**src/rtl/pa_pkg.sv**
```systemverilog
package pa_pkg;

  localparam int unsigned IndexWidth = 32;
  localparam int unsigned CountWidth = 2;

  typedef logic [IndexWidth-1:0] index_t;
  typedef logic [CountWidth-1:0] count_t;

  typedef enum logic [2:0] {
    ARR_TRI_LIST   = 3'd0,
    ARR_TRI_STRIP  = 3'd1,
    ARR_LINE_LIST  = 3'd2,
    ARR_LINE_STRIP = 3'd3,
    ARR_TRI_FAN    = 3'd4
  } arrangement_t;

  typedef struct packed {
    index_t vertex_index;
    logic   list_start;
  } item_t;

  typedef struct packed {
    index_t corner_a;
    index_t corner_b;
    index_t corner_c;
  } prim_t;

  // handshake between the input register and the assembly stage
  typedef struct packed {
    logic valid;
    logic advance;
  } stage_ctl_t;

endpackage

```
**src/rtl/pa_input_stage.sv**
```systemverilog
module pa_input_stage (
  input  logic              clk,
  input  logic              rst,
  input  logic              idx_valid,
  output logic              idx_stall,
  input  pa_pkg::item_t     item_in,
  input  logic              advance,
  output pa_pkg::stage_ctl_t ctl,
  output pa_pkg::item_t     item
);

  logic held;
  logic take;

  assign idx_stall = held && !advance;
  assign take      = idx_valid && !idx_stall;

  always_ff @(posedge clk) begin
    if (rst) begin
      held <= 1'b0;
    end else if (take) begin
      held <= 1'b1;
    end else if (advance) begin
      held <= 1'b0;
    end
  end

  always_ff @(posedge clk) begin
    if (take) begin
      item <= item_in;
    end
  end

  assign ctl.valid   = held;
  assign ctl.advance = advance;

endmodule

```
**src/rtl/pa_assembler.sv**
```systemverilog
module pa_assembler (
  input  logic                 clk,
  input  logic                 rst,
  input  pa_pkg::arrangement_t arrangement,
  input  pa_pkg::stage_ctl_t   ctl,
  input  pa_pkg::item_t        item,
  output logic                 prim_valid,
  input  logic                 prim_stall,
  output logic                 advance,
  output pa_pkg::prim_t        prim
);

  pa_pkg::index_t older_index;
  pa_pkg::index_t newer_index;
  pa_pkg::index_t hub_index;
  pa_pkg::count_t list_position;
  pa_pkg::count_t group_phase;

  pa_pkg::count_t pos;
  pa_pkg::count_t phase;
  pa_pkg::index_t hub_next;
  pa_pkg::count_t list_position_next;
  pa_pkg::count_t group_phase_next;
  pa_pkg::prim_t  prim_next;
  logic           emit;
  logic           out_full;
  logic           consume;

  assign advance = !out_full || !prim_stall;
  assign consume = ctl.valid && ctl.advance;

  always_comb begin
    pos      = item.list_start ? '0 : list_position;
    phase    = item.list_start ? '0 : group_phase;
    hub_next = (pos == '0) ? item.vertex_index : hub_index;
    list_position_next = (pos >= 2'd2) ? 2'd2 : pos + 2'd1;
  end

  always_comb begin
    emit             = 1'b0;
    group_phase_next = '0;
    prim_next        = '{corner_a: older_index, corner_b: newer_index,
                         corner_c: item.vertex_index};
    unique case (arrangement)
      pa_pkg::ARR_TRI_LIST: begin
        if (phase >= 2'd2) begin
          emit = 1'b1;
        end else begin
          group_phase_next = phase + 2'd1;
        end
      end
      pa_pkg::ARR_TRI_STRIP: begin
        emit = (pos >= 2'd2);
      end
      pa_pkg::ARR_LINE_LIST: begin
        prim_next = '{corner_a: newer_index, corner_b: item.vertex_index,
                      corner_c: newer_index};
        if (phase >= 2'd1) begin
          emit = 1'b1;
        end else begin
          group_phase_next = 2'd1;
        end
      end
      pa_pkg::ARR_LINE_STRIP: begin
        prim_next = '{corner_a: newer_index, corner_b: item.vertex_index,
                      corner_c: newer_index};
        emit = (pos >= 2'd1);
      end
      pa_pkg::ARR_TRI_FAN: begin
        prim_next = '{corner_a: hub_next, corner_b: newer_index,
                      corner_c: item.vertex_index};
        emit = (pos >= 2'd2);
      end
      default: begin
        emit = 1'b0;
      end
    endcase
  end

  always_ff @(posedge clk) begin
    if (rst) begin
      older_index   <= '0;
      newer_index   <= '0;
      hub_index     <= '0;
      list_position <= '0;
      group_phase   <= '0;
    end else if (consume) begin
      older_index   <= newer_index;
      newer_index   <= item.vertex_index;
      hub_index     <= hub_next;
      list_position <= list_position_next;
      group_phase   <= group_phase_next;
    end
  end

  always_ff @(posedge clk) begin
    if (rst) begin
      out_full <= 1'b0;
    end else if (advance) begin
      out_full <= consume && emit;
    end
  end

  always_ff @(posedge clk) begin
    if (consume && emit && advance) begin
      prim <= prim_next;
    end
  end

  assign prim_valid = out_full;

endmodule

```
**src/rtl/primitive_assembler.sv**
```systemverilog
// channel   | beat                      | valid       | stall
// ----------+---------------------------+-------------+------------
// index in  | vertex_index, list_start  | idx_valid   | idx_stall
// prim out  | corner_a/b/c              | prim_valid  | prim_stall
// config    | cfg_data (arrangement)    | cfg_write   | none
//
// One index beat per cycle while idx_stall is low; a primitive is valid once its last index
// has passed the input register and the single assembly stage into the result register.
// rst is synchronous: clears list state, arrangement returns to triangle list.
// prim_stall holds the result register; idx_stall rises only when both registers are full
// and prim_stall is high.
module primitive_assembler (
  input  logic        clk,
  input  logic        rst,
  input  logic        idx_valid,
  output logic        idx_stall,
  input  logic [31:0] vertex_index,
  input  logic        list_start,
  output logic        prim_valid,
  input  logic        prim_stall,
  output logic [31:0] corner_a,
  output logic [31:0] corner_b,
  output logic [31:0] corner_c,
  input  logic        cfg_write,
  input  logic [2:0]  cfg_data
);

  pa_pkg::arrangement_t arrangement;
  pa_pkg::stage_ctl_t   ctl;
  pa_pkg::item_t        item_in;
  pa_pkg::item_t        item;
  pa_pkg::prim_t        prim;
  logic                 advance;

  always_ff @(posedge clk) begin
    if (rst) begin
      arrangement <= pa_pkg::ARR_TRI_LIST;
    end else if (cfg_write) begin
      arrangement <= pa_pkg::arrangement_t'(cfg_data);
    end
  end

  assign item_in = '{vertex_index: vertex_index, list_start: list_start};

  pa_input_stage u_input (
    .clk       (clk),
    .rst       (rst),
    .idx_valid (idx_valid),
    .idx_stall (idx_stall),
    .item_in   (item_in),
    .advance   (advance),
    .ctl       (ctl),
    .item      (item)
  );

  pa_assembler u_assemble (
    .clk         (clk),
    .rst         (rst),
    .arrangement (arrangement),
    .ctl         (ctl),
    .item        (item),
    .prim_valid  (prim_valid),
    .prim_stall  (prim_stall),
    .advance     (advance),
    .prim        (prim)
  );

  assign corner_a = prim.corner_a;
  assign corner_b = prim.corner_b;
  assign corner_c = prim.corner_c;

endmodule
```
**config.mk**
```make
export PLATFORM = sky130hd
export DESIGN_NAME = primitive_assembler
export DESIGN_NICKNAME = d
export VERILOG_FILES = /design/src/rtl/pa_pkg.sv /design/src/rtl/pa_input_stage.sv /design/src/rtl/pa_assembler.sv /design/src/rtl/primitive_assembler.sv
export SDC_FILE = /design/constraint.sdc
export NUM_CORES = 1
export LEC_CHECK = 0
export ABC_AREA = 0
export BUFFER_PORTS_ARGS = -buffer_cell sky130_fd_sc_hd__buf_2
export CORE_AREA = 2 2 113 224
export DETAILED_ROUTE_END_ITERATION = 7
export DIE_AREA = 0 0 115 226
export HOLD_SLACK_MARGIN = 0.12
export PLACE_DENSITY_LB_ADDON = 0.1
export SLEW_MARGIN = 20
export SYNTH_ARGS = -nofsm -noshare
export SYNTH_HDL_FRONTEND = slang
export SYNTH_SLANG_ARGS = --single-unit
```
**constraint.sdc**
```tcl
create_clock -name clk -period 7.87 [get_ports clk]
set_clock_uncertainty 0.15 [all_clocks]
set_input_delay 0.787 -clock clk [delete_from_list [all_inputs] [get_ports clk]]
set_output_delay 0.787 -clock clk [all_outputs]
set_load 0.01 [all_outputs]
```
## Word-level counts from Yosys, hierarchy flattened

Index checks and enable logic that the tools add are counted.

- Bits in registers: 234
- Input bits: 41
- Output and inout bits: 98

- Add/sub/neg operators: 2
- Order comparisons: 4
- Equal/unequal tests: 4
- Multiplexer cells: 13
- Reduce and logical (&&, ||, !) cells: 15

Operators by type and width:

| operator | number |
|---|---|
| 96-bit case mux with 2 select lines | 1 |
| 32-bit 2-to-1 mux | 1 |
| 2-bit 2-to-1 mux | 4 |
| 3-bit by 2-bit == test with 1-bit output, second input constant | 2 |
| 1-bit logical AND | 5 |
| 1-bit 2-to-1 mux | 5 |
| 2-bit by 1-bit adder with 2-bit output, second input constant | 2 |
| 2-bit by 1-bit greater-or-equal comparator with 1-bit output, second input constant | 2 |
| 2-bit greater-or-equal comparator, second input constant | 2 |
| 1-bit zero test | 4 |
| 1-bit case mux with 4 select lines | 1 |
| 2-bit case mux with 2 select lines | 1 |
| 2-bit OR reduction | 2 |
| 3-bit by 1-bit == test with 1-bit output, second input constant | 1 |
| 3-bit == test, second input constant | 1 |
| 3-bit zero test | 1 |
| 2-bit zero test | 1 |
| 2-bit nonzero test | 1 |
| 1-bit logical OR | 1 |

## Depth between registers and ports, before layout

Gate-level depths: netlist of run 1.

- Depth after elaboration: 7
- Depth in mapped cells: 6
- Mapped depth without buffers: 3

## Hierarchy

Synthesis of run 1 repeated with hierarchy kept, for this count alone.

- Cell total of the unflattened synthesis: 923
- Area, all modules: 9,613.0 µm²

By module, submodules not included:

| module | times used | cells each | area an instance (µm²) | seq. area each (µm²) |
|---|---|---|---|---|
| pa_assembler | 1 | 875 | 8,455.6 | 4,904.7 |
| pa_input_stage | 1 | 39 | 1,056.0 | 1,011.0 |
| primitive_assembler | 1 | 9 | 101.3 | 60.1 |

## Least setup slack after synthesis of run 1

Ideal clock, no wire load.

- Kind: input to register
- Start point: input prim_stall
- End point: register, netlist name u_assemble.prim[0]
- Arrival: 5,917 ps
- Data required time: 7,137 ps
- Slack: 1,221 ps
- Stages: 4
- Buffers on the path: 1
- Path through: a21boi_1 buf_2 nand3b_1 a21oi_1

- Word-level cells in the longest chain between the ends: 5

RTL lines:

| element | line | text |
|---|---|---|
| start: declaration | primitive_assembler.sv:20 | `input logic prim_stall,` |
| 1-bit zero test (*) | pa_assembler.sv:29 | `assign advance = !out_full \|\| !prim_stall;` |
| 1-bit logical OR (*) | pa_assembler.sv:29 |  |
| 1-bit logical AND | pa_assembler.sv:30 | `assign consume = ctl.valid && ctl.advance;` |
| 1-bit logical AND | pa_assembler.sv:105 | `if (consume && emit && advance) begin` |
| 1-bit logical AND (*) | pa_assembler.sv:105 |  |

Every way passes the cells marked *; elsewhere a longest branch is shown, timed or not.
A chain may end at the register's enable or synchronous reset.

## Worst setup path after layout of run 1

- Start point: register arrangement[1]
- End point: register, netlist name u_assemble.prim[40]

- Word-level cells in the longest chain between the ends: 5
- Elaborated cells on any way between the ends: 9
- Classes of those cells: eq/ne: 4; mux: 1; reduce/logical: 4

RTL lines:

| element | line | text |
|---|---|---|
| start: declaration | primitive_assembler.sv:28 | `pa_pkg::arrangement_t arrangement;` |
| start signal: assignment | primitive_assembler.sv:37 | `arrangement <= pa_pkg::ARR_TRI_LIST;` |
| start signal: assignment | primitive_assembler.sv:39 | `arrangement <= pa_pkg::arrangement_t'(cfg_data);` |
| 3-bit by 1-bit == test with 1-bit output or 3-bit == test (tied branches) | pa_assembler.sv:44 | `unique case (arrangement)` |
| 2-bit OR reduction (no source line) | -- |  |
| 1-bit case mux with 4 select lines (*) | pa_assembler.sv:44 |  |
| 1-bit logical AND (*) (2 in a row) | pa_assembler.sv:105 |  |

Marked as above.

==> results of run 1 <==
[synth_stat cells (2+ instances only)]
cell type,instances,area share (%)
sky130_fd_sc_hd__nand2_1,325,13
sky130_fd_sc_hd__edfxtp_1,129,41
sky130_fd_sc_hd__dfxtp_1,105,22
sky130_fd_sc_hd__a21oi_1,102,5.4
sky130_fd_sc_hd__nand3_1,65,3.4
sky130_fd_sc_hd__mux2i_1,35,3.7
sky130_fd_sc_hd__o21ai_0,33,1.7
sky130_fd_sc_hd__o211ai_2,32,4.2
sky130_fd_sc_hd__buf_2,30,1.6
sky130_fd_sc_hd__clkbuf_1,24,0.95
sky130_fd_sc_hd__buf_6,8,0.95
sky130_fd_sc_hd__nor2_1,7,0.28
sky130_fd_sc_hd__a221oi_1,2,0.18
sky130_fd_sc_hd__buf_1,2,0.079
sky130_fd_sc_hd__buf_4,2,0.16
sky130_fd_sc_hd__buf_8,2,0.32
[how the worst min path moves through the flow]
stage | to | cells after the start
after floorplan | u_assemble.older_index[0]$_SDFFE_PP0P_ | 2
after global placement | u_assemble.older_index[13]$_SDFFE_PP0P_ | 2
after detailed placement | u_assemble.older_index[29]$_SDFFE_PP0P_ | 2
after CTS | u_input.item[1]$_DFFE_PP_ | 1
after global routing | u_input.item[11]$_DFFE_PP_ | 1
final | u_input.item[5]$_DFFE_PP_ | 1
[final cells by class]
| cell class | instances | area (um2) |
|---|---|---|
| Fill cell | 2382 | 13400 |
| Timing Repair Buffer | 147 | 781 |
| Tap cell | 290 | 363 |
| Multi-Input combinational cell | 618 | 3220 |
| Clock buffer | 35 | 588 |
| Clock inverter | 1 | 5.00 |
| Sequential cell | 234 | 5980 |
[stage by stage]
| stage | std cells | area, um2 | hold slack (ns) | util, % | total power [W] |
|---|---|---|---|---|---|
| 6_report | 1325 | 10900 | 0.301 | 44.9 | 0.00249 |
| 4_1_cts | 1324 | 10900 | 0.278 | 44.8 | 0.00252 |
| 2_1_floorplan | 922 | 9520 | 0.287 | - | 0.00152 |
| 3_3_place_gp | 1288 | 10300 | 0.292 | 42.4 | 0.00157 |
| 5_1_grt | 1325 | 10900 | 0.284 | 44.9 | 0.00259 |
| 3_5_place_dp | 1288 | 10300 | 0.297 | 42.4 | 0.00157 |
[worst max-delay path, delay by kind of cell (launching register included)]
family          cells  cell delay (ns)
buf+inv             3             1.76
flops               1             0.47
compound gates      2             0.52
simple gates        1             0.19
[power by group through the flow]
stage	registers [W]	clock network, W	logic, W
floorplan	0.00138	0	0.000134
global placement	0.00140	0	0.000172
detailed placement	0.00140	0	0.000175
CTS	0.00137	0.000975	0.000175
global route	0.00137	0.00102	0.000196
finish	0.00137	0.000946	0.000174
[per-layer routing]
layer / vias up / wire length, um / track usage [%]
met5: - / 0 / 0
met4: 0 / 656 / 6.96
met3: 28 / 788 / 2.07
met2: 139 / 11600 / 29.9
met1: 3272 / 9510 / 21.5
li1: 3373 / - / -
[sequential cells by signal, indices dropped and copies added, names as in the netlist]
signal and count:
u_assemble.list_position 2, u_assemble.hub_index 32, u_assemble.older_index 32, arrangement 3
u_assemble.newer_index 32, u_input.held 1, u_input.item 33, u_assemble.group_phase 2
u_assemble.prim_valid 1, u_assemble.prim 96
[logic make-up after synthesis]
family | after synthesis
simple gates | 406
compound gates | 176
buf+inv | 70
flops | 234
mux | 36
==> impl_summary.md, run 1 <==
Run status
The flow ran to the end, and the final reports show no timing, DRC or antenna violations.

Power
Across the VDD grid, the largest voltage drop is 0.125 mV. The internal portion of total power is 0.00190 W. In this run the static leakage power is 4.29 nW.

For this design the total switching power over the nets is 0.000587 W. Of the total power, the share spent switching nets is 23.6%. Of the total power, combinational logic draws 7.0%. The fraction of power consumed by sequential logic is 55.0%. Of the total power, the clock network draws 38.0%.

The power per unit of standard cell area is 228 nW/um2.

Global routing
The via count of the first global-routing pass is 6640. Entering global routing, the biggest net connects 106 pins. The global router's overall resource usage is 17.2%. The remaining global-route overflow is 0. The first global-routing pass estimated 35100 um of wire. The initial antenna violation count is 0.

Placement
The final weighted congestion of routability-driven global placement is 0.732. The half-perimeter wire length after placement is 12500 um. The number of port buffers is 138. The worst setup slack after placement is 3.66 ns.

Run
Max-cap violations in this run came to 0.

Worst setup path
The capturing point of the worst reg2reg path is u_assemble.prim[40]$_DFFE_PP_. The worst setup path is of the reg2reg kind. By instance count, the cell type seen most on the critical path is sky130_fd_sc_hd__buf_4. For this design, the slowest cell found on the critical path is sky130_fd_sc_hd__buf_4. The setup check on the worst reg-to-reg path leaves a slack of 4.35 ns. The signal on the critical path passes through and2b_2 -> buf_4 -> a22oi_1 -> a21oi_4 -> buf_4 -> buf_4.

In this run the worst path has a maximum fanout of 65. The worst endpoint required time is 7.85 ns. For the worst setup path, the data arrival time is 3.51 ns.

The kind of end point of the critical path is a flip-flop. The largest incremental delay on the critical path is 0.73 ns. In this run the worst setup path begins at arrangement[1]$_SDFFE_PP0P_. The startpoint identified for the worst register-to-register timing path is arrangement[1]$_SDFFE_PP0P_. The critical path ends at u_assemble.prim[40]$_DFFE_PP_. Measured in cells, the most critical reg-to-reg path has a length of 6.

The worst setup path is launched from a flip-flop.

Final layout
In the final layout, the share of cells above drive strength 1 is 20.5%. The net total in the final layout is 1063. The most frequent standard cell in the layout excluding fill and tap cells is sky130_fd_sc_hd__nand2_1.

The top cell types in the final layout, fill and taps aside, are sky130_fd_sc_hd__nand2_1, sky130_fd_sc_hd__buf_2, sky130_fd_sc_hd__edfxtp_1, sky130_fd_sc_hd__dfxtp_1, sky130_fd_sc_hd__a21oi_1. The signed area change from the synthesized netlist to the final layout is 14.8%. The number of antenna diodes in the final layout is 0.

Clock tree
TritonCTS built the clock tree. After clock tree synthesis, the clock-pin slew on the worst setup and hold paths is 0.06 ns. The buffer count from post-CTS setup fixing is 0. The count of clock tree sinks is 234. The clock passes through at most 3 buffers.

Clock tree synthesis inserted a total of 21 buffers. The cell sitting at the root of the clock tree is a sky130_fd_sc_hd__clkbuf_16. For this design, the CTS-stage hold fixing added 0 buffers. CTS built an H-tree with a depth of 1. Once the clock tree was built, the resizer swapped 0 gates to a different size. The clock latency reported for the late side of the worst-skew pair is 0.51 ns.

Timing
For the pin with the worst max-slew slack, the measured transition is 1.10 ns. The final count of negative-setup-slack endpoints is 0. In this run the tightest slew margin relative to its limit is 26.7%. Counting I/O delays and the setup requirement, the final critical path takes 3.52 ns.

The setup total negative slack is 0 ns. The final number of hold-violating endpoints came to 0. The smallest setup slack after layout is 4.35 ns. In the finished design, the share of the clock period the worst path needs comes to 44.8%. The total count of max-transition violations in the final report is 0. Setup repair after global routing left no endpoint under its margin.

The fmax is 0.284 GHz.

Logic synthesis
The count of flip-flops with a built-in enable after synthesis is 129. The number of distinct standard cells referenced by the synthesized netlist is 35. In the synthesized netlist the async set-or-reset flop fraction comes to 0%. The most used flip-flop cell after synthesis is sky130_fd_sc_hd__edfxtp_1. The combinational family with the most area after synthesis is simple AND/OR/NAND/NOR gates. Summing the areas of all and, or, nand and nor instances in the mapped netlist gives 17.2% of the synthesized area. Summing the areas of all compound-gate instances in the mapped netlist gives 12.1% of the synthesized area.

The synthesized netlist devotes 0% of its cell area to XOR and XNOR gates. Multiplexer cells account for 3.80% of the synthesized area. The sequential area share after synthesis is 62.8%.

The cell count after synthesis is 922. The flip-flop and latch count after synthesis is 234. During synthesis, Yosys emitted a total of 0 warnings.

The cell area after synthesis is 9520 um2. The post-synthesis share of cell area spent on full adders, half adders and majority gates is 0%. When the netlist entered floorplanning its net count stood at 963. The mean post-synth cell area is 10.3 um2.

Hold path
In this run the worst hold path is classified as in2reg. In this run the most critical hold path is launched from vertex_index[4].

Floorplan
The initial standard-cell utilization of the core is 39.2%. The cell row count is 81. The core area is 24300 um2.

The floorplan die height is 226 um. The floorplan step defined a die boundary enclosing 26000 um2. The I/O pin total is 139. The width of the die is 115 um.

Drt
The per-cell routed wire length is 17.0 um. The remaining antenna violation count is 0. The violation count after the first detailed-routing iteration is 373. The total DRC errors in the routed layout is 0.

The vias after detailed routing is 6812. The number of detailed-route iterations in the first pass is 5. The final layout contains routed wiring with a total length of 22600 um.

Using the TritonRoute via totals, the vias-per-cell ratio works out to 5.14.
Power figures use the tool's default switching activity.
==> run 2, diff against run 1 <==
--- a/config.mk
+++ b/config.mk
@@ -5,11 +5,11 @@
 export SDC_FILE = /design/constraint.sdc
 export NUM_CORES = 1
 export LEC_CHECK = 0
-export ABC_AREA = 0
+export ABC_AREA = 1
 export BUFFER_PORTS_ARGS = -buffer_cell sky130_fd_sc_hd__buf_2
-export CORE_AREA = 2 2 113 224
+export CORE_AREA = 2 2 111 221
 export DETAILED_ROUTE_END_ITERATION = 7
-export DIE_AREA = 0 0 115 226
+export DIE_AREA = 0 0 113 223
 export HOLD_SLACK_MARGIN = 0.12
 export PLACE_DENSITY_LB_ADDON = 0.1
 export SLEW_MARGIN = 20
==> constraint.sdc (replaced) <==
create_clock -name clk -period 3.6 [get_ports clk]
set_clock_uncertainty 0.15 [all_clocks]
set_input_delay 0.36 -clock clk [delete_from_list [all_inputs] [get_ports clk]]
set_output_delay 0.36 -clock clk [all_outputs]
set_load 0.01 [all_outputs]
==> run 2 against run 1 <==
  * The flow now finishes with violations (DRC)
  * Sequential power is 120% higher
  * Synthesized cell count up 3.8%
  * Cell area rose by 3.5%
  * Wire length is 2.3% lower
  * Core utilization increased by 3.0 points
  * Sequential cell count did not move
  * Highest routed layer unchanged
==> impl_summary.md, run 2 <==
Run status
The run finished, with violations left. The final reports fail on DRC.

Final layout
The register with the most flip-flops in the layout has 96 of them. In the final layout, the share of cells above drive strength 1 is 19.3%. In the layout the commonest cells are sky130_fd_sc_hd__nand2_1, sky130_fd_sc_hd__o21ai_0, sky130_fd_sc_hd__nor2_1, sky130_fd_sc_hd__buf_2, sky130_fd_sc_hd__edfxtp_1.

More flip-flops sit in one register than any other, and that register is u_assemble.prim. In the final design database the tool counted 1156 nets. The number of antenna diodes in the final layout is 0. The largest registers in the layout are u_assemble.prim x96, u_input.item x33. The multi-input logic area is 2780 um2. Fill cells in the final layout number 2258. Relative to the synthesized area, the layout overhead comes to 21.9%. The most frequent standard cell in the layout excluding fill and tap cells is sky130_fd_sc_hd__nand2_1. Registers take 5980 um2.

Global routing
The maximum number of pins on one net before global-route repair is 77. Global routing used 17.5% of the available tracks. The remaining global-route overflow is 0. The initial antenna violation count is 0.

The first global-routing pass estimated 35000 um of wire. The via count of the first global-routing pass is 6629.

Logic synthesis
The number of distinct standard cells referenced by the synthesized netlist is 22. After synthesis, the largest area contributor takes up 41.7% of total cell area. The synthesized design spends more area on one cell type than any other, namely sky130_fd_sc_hd__edfxtp_1. Counting every instance in the synthesized netlist gives 957. The sequential area share after synthesis is 64.4%. The most common cell in the netlist is sky130_fd_sc_hd__nand2_1. Averaged over all synthesized cells, the footprint is 9.70 um2.

In the synthesized netlist the dominant register cell turns out to be sky130_fd_sc_hd__edfxtp_1. Synthesis produced a netlist with a net count of 998. Yosys printed 0 warnings. By count the netlist is led by sky130_fd_sc_hd__nand2_1, sky130_fd_sc_hd__o21ai_0, sky130_fd_sc_hd__nor2_1. Synthesis inferred 234 register bits. The synthesized netlist occupies a cell area of 9280 um2. The count of flip-flops with a built-in enable after synthesis is 129. The async set-reset flop share out of synthesis is 0%. By area the synthesized netlist is led by sky130_fd_sc_hd__edfxtp_1, sky130_fd_sc_hd__dfxtp_1, sky130_fd_sc_hd__o21ai_0.

Timing
The fraction of the cycle the final worst path needs is 66.5%. The final count of negative-setup-slack endpoints is 0. The worst path needs 2.39 ns of the cycle, external delays included. In this run the tightest slew margin relative to its limit is 33.1%. Hold timing on the final database bottoms out at a slack of 0.292 ns.

The transition time at the pin with the least slew margin is 1.00 ns. The fmax is 0.418 GHz. Adding up every negative setup slack in the final design gives 0 ns.

Setup repair after global routing left no endpoint under its margin. The final number of hold-violating endpoints is 0. The total count of max-transition violations in the final report is 0.

Drt
The per-cell routed wire length is 15.5 um. The vias after detailed routing is 6913. The remaining antenna violation count is 0. Using the TritonRoute via totals, the vias-per-cell ratio works out to 4.88. In the routed design, unresolved DRC markers number 10. Wires add up to 22000 um. For this block, the initial DRC count from the detailed router was 315. For this run, the detailed router's first-pass iteration total came to 6.

Worst setup path
STA puts the critical path data arrival time at 2.70 ns. STA classifies the critical path startpoint as a primary input. The kind of end point of the critical path is a flip-flop. The setup path with the least slack is of type in2reg. In this design, the stage delay of the slowest critical-path cell is 0.71 ns. Traced cell by cell, the critical path runs through dlygate4sd3_1 -> buf_2 -> nand2_1 -> nand2_4 -> inv_2 -> buf_4 -> nor2_1 -> nor2_1 -> o21ai_0 -> inv_1. Of all nets on the critical path, the largest fanout is 76. The cell at the slowest stage of the critical path is sky130_fd_sc_hd__buf_4. At the worst endpoint, the required time is 3.90 ns. The library cell appearing most often on the critical path is sky130_fd_sc_hd__nor2_1.

Setup slack on the worst reg-to-reg path comes out at 1.38 ns.

Floorplan
The full die area is 25200 um2. For this design the top-level I/O count stands at 139. The cell row count is 80. After floorplanning, the core was sized to cover 23600 um2. The width of the die is 113 um. The floorplan die height is 223 um.

The initial standard-cell utilization of the core is 39.3%.

Clock tree
The number of gates resized after CTS was 0. The buffer type at the clock tree root is sky130_fd_sc_hd__clkbuf_16. TritonCTS built the clock tree.

The count of clock tree sinks is 234. TritonCTS created 23 clock buffers. The number of H-tree levels is 1. For the worst-skew pair, the clock arrives at the later sink with an insertion delay of 0.51 ns. The number of buffers on the longest clock path is 3.

The buffer count from post-CTS setup fixing is 0. Hold repair after CTS inserted 42 buffers. After clock tree synthesis, the clock-pin slew on the worst setup and hold paths is 0.06 ns.

Placement
Port buffering added 138 buffers. The half-perimeter wire length after placement is 12500 um. The congestion estimate from routability-driven global placement came to 0.741.

Run
The number of max-cap violations is 0.

Power
The power per unit of standard cell area is 516 nW/um2. The net switching fraction of the power is 23.2%. The net switching power figure is 0.00135 W. In this run the static leakage power is 4.74 nW. The share of total power dissipated in combinational logic is 8.6%. IR analysis of the VDD net gives a maximum drop of 0.375 mV. Per report_power, the clock group accounts for 39.5% of the total. Registers are responsible for 51.9% of the overall power. The internal portion of total power is 0.00448 W.

Hold path
In this run the worst hold path is classified as in2reg.
[run 2: metrics by stage]
stage               total power (W)  setup slack, ns  area, um2  util [%]  std cells
floorplan                   0.00341            0.105       9280         -        957
global placement            0.00354             1.29      10200      43.1       1335
detailed placement          0.00356             1.21      10200      43.1       1335
CTS                         0.00592             1.19      11300      47.9       1418
global route                0.00609            0.939      11300      47.9       1418
finish                      0.00583             1.21      11300      47.9       1418
[run 2: layout make-up]
class | instances | area share [%]
Sequential cell | 234 | 52.8
Clock inverter | 5 | 0.420
Inverter | 76 | 2.56
Clock buffer | 36 | 5.87
Tap cell | 287 | 3.17
Timing Repair Buffer | 190 | 10.6
Multi-Input combinational cell | 590 | 24.5
[run 2: critical path: cells and delay by family]
family,cells,cell delay [ns]
simple gates,4,0.66
compound gates,1,0.08
buf+inv,5,1.57
[run 2: metal layers]
layer / vias up / part of all wire [%] / global-route usage (%)
met5: - / 0 / 0
met2: 161 / 51 / 31.4
met1: 3220 / 42 / 21.5
li1: 3504 / - / -
met3: 28 / 4.6 / 2.47
met4: 0 / 1.8 / 5.19
[run 2: cells by family after synthesis]
kind of cell           count (synthesis)  synth area share (%)
and+or+nand+nor                      354                  15.1
DFF                                  234                  64.4
AOI/OAI and AO/OA                    208                  11.2
buffers and inverters                133                  5.94
muxes                                 28                  3.40
[run 2: power groups by stage]
stage               registers (W)  logic (W)  clock network (W)
CTS                       0.00303   0.000508            0.00238
floorplan                 0.00306   0.000343                  0
finish                    0.00303   0.000502            0.00230
global placement          0.00308   0.000458                  0
global route              0.00304   0.000574            0.00248
detailed placement        0.00309   0.000470                  0
[run 2: final timing paths]
check / startpoint / endpoint / cells after the start
max: prim_stall / u_assemble.hub_index[27]$_SDFFE_PP0P_ / 10
min: rst / u_assemble.list_position[1]$_SDFFE_PP0P_ / 3
max reg2reg: arrangement[2]$_SDFFE_PP0P_ / u_assemble.prim[48]$_DFFE_PP_ / 7
min reg2reg: u_assemble.older_index[28]$_SDFFE_PP0P_ / u_assemble.older_index[28]$_SDFFE_PP0P_ / 2
